--- config.mk ---
export PLATFORM = sky130hd
export DESIGN_NAME = rcpfa_seq
export DESIGN_NICKNAME = d
export VERILOG_FILES = /design/src/hw/rtl/rcpfa_pkg.sv /design/src/hw/rtl/rcpfa_seq.sv
export SDC_FILE = /design/constraint.sdc
export NUM_CORES = 1
export LEC_CHECK = 0
export ABC_AREA = 1
export BUFFER_PORTS_ARGS = -buffer_cell sky130_fd_sc_hd__buf_2
export CORE_ASPECT_RATIO = 0.6
export CORE_UTILIZATION = 50
export DETAILED_ROUTE_END_ITERATION = 12
export MAX_ROUTING_LAYER = met4
export PLACE_DENSITY = 0.8
export SLEW_MARGIN = 10
export SYNTH_ARGS = -nofsm -noshare
export SYNTH_HDL_FRONTEND = slang
export SYNTH_SLANG_ARGS = --single-unit
--- constraint.sdc ---
create_clock -name clk -period 3.35 [get_ports clk]
set_input_delay 0.1675 -clock clk [delete_from_list [all_inputs] [get_ports clk]]
set_output_delay 0.1675 -clock clk [all_outputs]
set_load 0.03 [all_outputs]
--- src/hw/rtl/rcpfa_pkg.sv ---
`timescale 1ns / 1ps
// ----------------------------------------------------------------------------
// rcpfa_pkg: shared types and constants of the page frame allocator
// Sizes, operation and status codes, sequencer states and memory port bundles.
// ----------------------------------------------------------------------------
package rcpfa_pkg;

    // Sizing
    localparam int NUM_PAGES  = 32768;
    localparam int PAGE_BYTES = 4096;
    localparam int COUNT_BITS = 8;

    localparam int IDX_W     = $clog2(NUM_PAGES);
    localparam int OFFS_W    = $clog2(PAGE_BYTES);
    localparam int ADDR_W    = 27;
    localparam int LIMIT_W   = 28;
    localparam int CMD_W     = 2;
    localparam int STATUS_W  = 3;
    localparam int CFG_IDX_W = 1;

    localparam logic [COUNT_BITS-1:0] CNT_ZERO = '0;
    localparam logic [COUNT_BITS-1:0] CNT_ONE  = COUNT_BITS'(1);
    localparam logic [COUNT_BITS-1:0] CNT_MAX  = '1;
    localparam logic [IDX_W-1:0]      IDX_LAST = IDX_W'(NUM_PAGES - 1);
    localparam logic [ADDR_W:0]       PAGES_C  = (ADDR_W + 1)'(NUM_PAGES);

    localparam logic [LIMIT_W-1:0] LOW_RESET  = LIMIT_W'(0);
    localparam logic [LIMIT_W-1:0] HIGH_RESET = LIMIT_W'(134217728);

    // Operation codes
    localparam logic [CMD_W-1:0] CMD_ALLOC  = 2'd0;
    localparam logic [CMD_W-1:0] CMD_FREE   = 2'd1;
    localparam logic [CMD_W-1:0] CMD_ADDREF = 2'd2;
    localparam logic [CMD_W-1:0] CMD_SEED   = 2'd3;

    // Result status codes
    localparam logic [STATUS_W-1:0] ST_DONE     = 3'd0;
    localparam logic [STATUS_W-1:0] ST_RELEASED = 3'd1;
    localparam logic [STATUS_W-1:0] ST_EMPTY    = 3'd2;
    localparam logic [STATUS_W-1:0] ST_BADADDR  = 3'd3;
    localparam logic [STATUS_W-1:0] ST_ZERO     = 3'd4;

    // Configuration register indexes
    localparam logic [CFG_IDX_W-1:0] CFG_LOW_LIMIT  = 1'd0;
    localparam logic [CFG_IDX_W-1:0] CFG_HIGH_LIMIT = 1'd1;

    typedef enum logic [1:0] {
        S_CLEAR,
        S_IDLE,
        S_EXEC
    } seq_state_t;

    // Address check result
    typedef struct packed {
        logic             ok;
        logic [IDX_W-1:0] idx;
    } chk_t;

    // Count memory port bundle
    typedef struct packed {
        logic                  re;
        logic [IDX_W-1:0]      raddr;
        logic                  we;
        logic [IDX_W-1:0]      waddr;
        logic [COUNT_BITS-1:0] wdata;
    } cnt_port_t;

    // Next-page memory port bundle
    typedef struct packed {
        logic             re;
        logic [IDX_W-1:0] raddr;
        logic             we;
        logic [IDX_W-1:0] waddr;
        logic [IDX_W-1:0] wdata;
    } nxt_port_t;

endpackage

--- src/hw/rtl/rcpfa_seq.sv ---
`timescale 1ns / 1ps
// ----------------------------------------------------------------------------
// rcpfa_seq: allocator sequencer
// Clears the count memory, reads, modifies and writes back per operation,
// keeps the free list head and holds the result register.
// ----------------------------------------------------------------------------
module rcpfa_seq
    import rcpfa_pkg::*;
(
    input  logic                  clk,
    input  logic                  rst_n,
    input  logic                  req_valid,
    output logic                  req_stall,
    input  logic [CMD_W-1:0]      cmd,
    input  chk_t                  chk,
    output logic                  rsp_valid,
    input  logic                  rsp_stall,
    output logic [STATUS_W-1:0]   status,
    output logic [ADDR_W-1:0]     page_addr,
    output logic [COUNT_BITS-1:0] ref_count,
    output cnt_port_t             cnt_port,
    input  logic [COUNT_BITS-1:0] cnt_rdata,
    output nxt_port_t             nxt_port,
    input  logic [IDX_W-1:0]      nxt_rdata
);

    seq_state_t            state_reg, state_next;
    logic [IDX_W-1:0]      clr_reg, clr_next;
    logic [IDX_W-1:0]      head_reg, head_next;
    logic                  empty_reg, empty_next;
    logic [CMD_W-1:0]      cmd_reg, cmd_next;
    logic [IDX_W-1:0]      idx_reg, idx_next;
    logic                  bad_reg, bad_next;
    logic                  rsp_valid_reg, rsp_valid_next;
    logic [STATUS_W-1:0]   status_reg, status_next;
    logic [ADDR_W-1:0]     paddr_reg, paddr_next;
    logic [COUNT_BITS-1:0] count_reg, count_next;

    logic                      accept;
    logic                      fire;
    logic [COUNT_BITS-1:0]     cnt_dec;
    logic [COUNT_BITS-1:0]     cnt_inc;
    logic [IDX_W+OFFS_W-1:0]   head_bytes;

    always_ff @(posedge clk or negedge rst_n)
    begin
        if (!rst_n)
        begin
            state_reg     <= S_CLEAR;
            clr_reg       <= '0;
            head_reg      <= '0;
            empty_reg     <= 1'b1;
            rsp_valid_reg <= 1'b0;
        end
        else
        begin
            state_reg     <= state_next;
            clr_reg       <= clr_next;
            head_reg      <= head_next;
            empty_reg     <= empty_next;
            rsp_valid_reg <= rsp_valid_next;
        end
    end

    always_ff @(posedge clk)
    begin
        cmd_reg    <= cmd_next;
        idx_reg    <= idx_next;
        bad_reg    <= bad_next;
        status_reg <= status_next;
        paddr_reg  <= paddr_next;
        count_reg  <= count_next;
    end

    always_comb
    begin
        state_next     = state_reg;
        clr_next       = clr_reg;
        head_next      = head_reg;
        empty_next     = empty_reg;
        cmd_next       = cmd_reg;
        idx_next       = idx_reg;
        bad_next       = bad_reg;
        status_next    = status_reg;
        paddr_next     = paddr_reg;
        count_next     = count_reg;
        rsp_valid_next = rsp_valid_reg && rsp_stall;

        accept     = req_valid && (state_reg == S_IDLE);
        fire       = (state_reg == S_EXEC) && (!rsp_valid_reg || !rsp_stall);
        cnt_dec    = cnt_rdata - CNT_ONE;
        cnt_inc    = (cnt_rdata == CNT_MAX) ? cnt_rdata : cnt_rdata + CNT_ONE;
        head_bytes = {head_reg, {OFFS_W{1'b0}}};

        // Read at the accepted page and at the list head
        cnt_port.re    = accept;
        cnt_port.raddr = chk.idx;
        cnt_port.we    = 1'b0;
        cnt_port.waddr = idx_reg;
        cnt_port.wdata = CNT_ZERO;
        nxt_port.re    = accept;
        nxt_port.raddr = head_reg;
        nxt_port.we    = 1'b0;
        nxt_port.waddr = idx_reg;
        nxt_port.wdata = empty_reg ? idx_reg : head_reg;

        case (state_reg)
            S_CLEAR:
            begin
                cnt_port.we    = 1'b1;
                cnt_port.waddr = clr_reg;
                clr_next       = clr_reg + IDX_W'(1);
                if (clr_reg == IDX_LAST)
                begin
                    state_next = S_IDLE;
                end
            end
            S_IDLE:
            begin
                if (accept)
                begin
                    state_next = S_EXEC;
                    cmd_next   = cmd;
                    idx_next   = chk.idx;
                    bad_next   = !chk.ok;
                end
            end
            S_EXEC:
            begin
                if (fire)
                begin
                    state_next     = S_IDLE;
                    rsp_valid_next = 1'b1;
                    status_next    = ST_DONE;
                    paddr_next     = '0;
                    count_next     = CNT_ZERO;
                    if (cmd_reg == CMD_ALLOC)
                    begin
                        if (empty_reg)
                        begin
                            status_next = ST_EMPTY;
                        end
                        else
                        begin
                            // Pop the head; a self-pointing entry ends the list
                            cnt_port.we    = 1'b1;
                            cnt_port.waddr = head_reg;
                            cnt_port.wdata = CNT_ONE;
                            if (nxt_rdata == head_reg)
                            begin
                                empty_next = 1'b1;
                            end
                            else
                            begin
                                head_next = nxt_rdata;
                            end
                            paddr_next = ADDR_W'(head_bytes);
                            count_next = CNT_ONE;
                        end
                    end
                    else if (bad_reg)
                    begin
                        status_next = ST_BADADDR;
                    end
                    else
                    begin
                        case (cmd_reg)
                            CMD_FREE:
                            begin
                                if (cnt_rdata == CNT_ZERO)
                                begin
                                    status_next = ST_ZERO;
                                end
                                else
                                begin
                                    cnt_port.we    = 1'b1;
                                    cnt_port.wdata = cnt_dec;
                                    count_next     = cnt_dec;
                                    if (cnt_dec == CNT_ZERO)
                                    begin
                                        nxt_port.we = 1'b1;
                                        head_next   = idx_reg;
                                        empty_next  = 1'b0;
                                        status_next = ST_RELEASED;
                                    end
                                end
                            end
                            CMD_ADDREF:
                            begin
                                cnt_port.we    = 1'b1;
                                cnt_port.wdata = cnt_inc;
                                count_next     = cnt_inc;
                            end
                            CMD_SEED:
                            begin
                                // Count is written as zero and the page is pushed onto the free list
                                cnt_port.we    = 1'b1;
                                cnt_port.wdata = CNT_ZERO;
                                nxt_port.we    = 1'b1;
                                head_next      = idx_reg;
                                empty_next     = 1'b0;
                                status_next    = ST_RELEASED;
                            end
                            default:
                            begin
                                status_next = ST_DONE;
                            end
                        endcase
                    end
                end
            end
            default:
            begin
                state_next = S_IDLE;
            end
        endcase

        req_stall = (state_reg != S_IDLE);
    end

    assign rsp_valid = rsp_valid_reg;
    assign status    = status_reg;
    assign page_addr = paddr_reg;
    assign ref_count = count_reg;

endmodule

======== Word level (Yosys, flattened, before mapping) ========
Cells that the tools add are included.
Widths: inputs -> output; s select.
cells by class
  mux-type cells .......................... 50
  bitwise operators ....................... 1
  add/subtract/negate cells ............... 3
  reductions and logical operators ........ 19
  equality and inequality tests ........... 17
operators with widths
  operator               count
  $mux 15                8
  $mux 24                2
  $mux 8                 6
  $pmux 16 s2            1
  $pmux 15 s2            1
  $mux 1                 19
  $logic_not 8->1        2
  $pmux 8 s2             1
  $add 15x1->15 const B  1
  $eq 15x15->1           1
  $eq 15x15->1 const B   1
  $ne 2x2->1 const B     5
  $mux 3                 3
  $add 8x1->8 const B    1
  $eq 8x8->1 const B     1
  $mux 2                 4
  $reduce_and 8->1       1
  $sub 8x1->8 const B    1
  $eq 2x2->1 const B     3
  $ne 3x3->1 const B     2
  $pmux 1 s2             3
  $pmux 2 s3             1
  $pmux 3 s2             1
  $reduce_and 6->1       1
  11 further kinds       20
word-level totals
  bits in registers ....................... 90
  output and inout port bits .............. 127

======== Longest topological paths before layout ========
  depth in word-level cells ............... 9
  depth in mapped cells ................... 12
  mapped depth without buffers ............ 11

======== Least setup slack after synthesis ========
Ideal clock, no wire load.
  kind .................................... flip-flop to output port
  start ................................... register rsp_valid_reg (netlist: rsp_valid)
  end ..................................... output cnt_port[8] in the netlist's numbering
  data arrival time ....................... 2.402 ns
  stages on the path, launching flop included .. 8
  path buffers ............................ 1
  required time ........................... 3.182 ns
  setup slack ............................. 0.781 ns
  path through ............................ dfrtp_1 > nand2_1 > nand2_4 > inv_1 > nand2_2 > a21oi_1 > buf_2 > o21ai_0
RTL lines
  element                 RTL line         text
  start, declared         rcpfa_seq.sv:34  logic rsp_valid_reg, rsp_valid_next;
  start signal, assigned  rcpfa_seq.sv:61  rsp_valid_reg <= rsp_valid_next;
  end, declared           rcpfa_seq.sv:21  output cnt_port_t cnt_port,

==> flow_summary.toml <==
[critical_path]
cp_common_cell = "inv_1"
cp_slowest_cell = "edfxtp_1"
cpPeakStageDelay_ns = 0.43
crit_fanout = 38
critPathLaunchType = "flop"
cp.arrival_ns = 2.69
required_ns = 3.18
path_class = "reg -> out"
worst_setup_path_end_kind = "output pin"
crit_path_cell_trace = "inv_1 > ha_1 > buf_4 > inv_1 > nor2_1 > clkinv_1 > a21oi_1 > buf_2"

[flow_run]
cap_violations = 0

[drt]
routed_wl_um = 14600
vias = 4851
drc = 0
via_per_inst = 5.27
wl_per_cell_um = 15.8
antenna_left = 0
drt_iter0_markers = 515
drtPass1Iterations = 5

[grt]
grt_first_pass_wirelength_um = 22400
grt_pass1_vias = 4357
track_usage = 0.302
antenna_found_initial = 0
grt-ovfl-total = 0
grt_start_max_net_pins = 39

[floorplanning]
start_util = 0.526
die_w_um = 130
core-area_um2 = 9390
pin_count = 172
dieArea_um2 = 10300
die_h_um = 79.0
rows = 27

[placed_design]
place_congestion = 0.907
place_area_um2 = 5650
dp_hpwl_um = 11300
port_buffers = 159

[sta]
finalCritPeriodShare = 0.854
finalHoldViolations = 0
setup_viol = 0
rsz0062_at_grt = "false"
fmax_mhz = 350
tightest_slew_ns = 0.938
post-route-min-period_ns = 2.86
fin_worst_skew_ns = 0.00976
slew_viol_final = 0
max-slew-margin-rel = 0.374
setup-tns-final_ns = 0

[synthesis]
synth-edff-count = 44
synth_cell_types = 37
synth_area_um2 = 4940
yosysWarnings = 0
seq_area_frac_synth = 0.440
synth_seq_cells = 78
synth_area_per_cell_um2 = 7.63
syn_inst = 647
async_flop_share = 0.436
ys.flop_type = "edfxtp_1"

[cells_and_area]
layout.nets = 841
n_antenna_cell = 0
areaGrowthSynthToFinish_pct = 20.9
final_cell_mix = "182 x nand2_1, 159 x buf_2, 95 x inv_1"
drive_gt1_frac = 0.243
final_area_um2 = 5970
final_common_cell = "nand2_1"

[power]
ir_drop_v = 0.000509
leakage_nw = 3.11
power_density_nw_per_um2 = 810

[clocking]
clkSinkCount = 78
cts_max_level = 3
cts_setup_buffers = 0
cts-root-buf = "clkbuf_16"
cts_resized = 0
cts_hold_buf = 2
clk_latency_ns = 0.34
cts_buffers = 9
clk_pin_slew_worst_paths_ns = 0.06
cts_tree = "built"
max-clock-path-buffers = 2

[hold_path]
worstHoldPathType = "in -> reg"

[outcome]
status = "completed"
[power by group]
| part | internal [W] | switching [W] |
|---|---|---|
| Sequential | 0.00128 | 0.000242 |
| Clock | 0.000620 | 0.000389 |
| Combinational | 0.000585 | 0.00172 |
[critical path, delay by kind of cell, from the launching register on]
family	cells	cell delay, ns
adders and majority gates	1	0.19
AOI/OAI and AO/OA	1	0.28
DFF	1	0.43
and+or+nand+nor	1	0.23
buffers and inverters	5	1.20
[logic make-up after synthesis]
group | Yosys count | share of synthesized area
AND/OR/NAND/NOR | 319 | 0.276
AO/OA/AOI/OAI | 74 | 0.0881
flip-flops | 78 | 0.440
XOR/XNOR | 17 | 0.0301
other | 1 | 0.000759
adder cells (fa/ha/maj) | 10 | 0.0253
buffers and inverters | 148 | 0.140
[metrics by stage]
step                      hold WS, ns  std cells   util  setup slack (ns)  total power (W)
after global placement          0.278        903  0.602             0.879          0.00379
after global routing          0.00517        921  0.636             0.239          0.00509
after detailed placement        0.284        903  0.602             0.822          0.00381
final                         0.00879        921  0.636             0.490          0.00484
after floorplan                -0.128        658      -             0.781          0.00312
after CTS                     0.00626        921  0.636             0.519          0.00482
[layout make-up]
type                            count  area (um2)
Fill cell                         844        3420
Sequential cell                    78        2170
Multi-Input combinational cell    432        2120
Timing Repair Buffer              164         838
Inverter                          101         379
Clock buffer                       13         260
Tap cell                          130         163
Clock inverter                      3        42.5
[routing by layer]
layer  wire, um  global-route usage  vias to the layer above
met2       5760               0.404                      274
met1       7040               0.446                     2233
met5          0                   -                        -
met3       1530              0.0721                       25
li1           -                   -                     2319
met4        247              0.0895                        0
[Yosys cell counts (2+ instances only)]
| cell type | count | area share |
|---|---|---|
| nand2_1 | 182 | 0.14 |
| inv_1 | 95 | 0.072 |
| nor2_1 | 72 | 0.055 |
| edfxtp_1 | 44 | 0.27 |
| o21ai_0 | 44 | 0.045 |
| dfrtp_1 | 33 | 0.17 |
| buf_4 | 31 | 0.047 |
| nand4_1 | 25 | 0.032 |
| nand3_1 | 20 | 0.020 |
| o221ai_1 | 11 | 0.020 |
| xor2_1 | 11 | 0.020 |
| ha_1 | 10 | 0.025 |
| a21oi_1 | 9 | 0.0091 |
| clkbuf_1 | 9 | 0.0068 |
| nor3_1 | 8 | 0.0081 |
| xnor2_1 | 6 | 0.011 |
| buf_2 | 4 | 0.0041 |
| inv_2 | 4 | 0.0030 |
| a22oi_1 | 3 | 0.0046 |
| o22ai_1 | 3 | 0.0038 |
| buf_6 | 2 | 0.0046 |
| clkinv_1 | 2 | 0.0015 |
| nand2_4 | 2 | 0.0046 |
| nor2_2 | 2 | 0.0025 |
| nor2_4 | 2 | 0.0046 |
| o21ai_1 | 2 | 0.0020 |
[final timing paths]
kind	slack, ns	start	cells after the start	endpoint
max	0.49	cmd_reg[0]$_DFFE_PP_	8	cnt_port[0]
max in group asynchronous	2.36	rst_n	2	clr_reg[10]$_DFFE_PN0P_
min	0.009	cmd[0]	1	cmd_reg[0]$_DFFE_PP_
min in group asynchronous	0.48	rst_n	2	head_reg[11]$_DFFE_PN0P_
max reg2reg	0.74	cmd_reg[0]$_DFFE_PP_	10	head_reg[9]$_DFFE_PN0P_
min reg2reg	0.50	clr_reg[14]$_DFFE_PN0P_	1	clr_reg[14]$_DFFE_PN0P_
(Power assumes the default switching activity.)
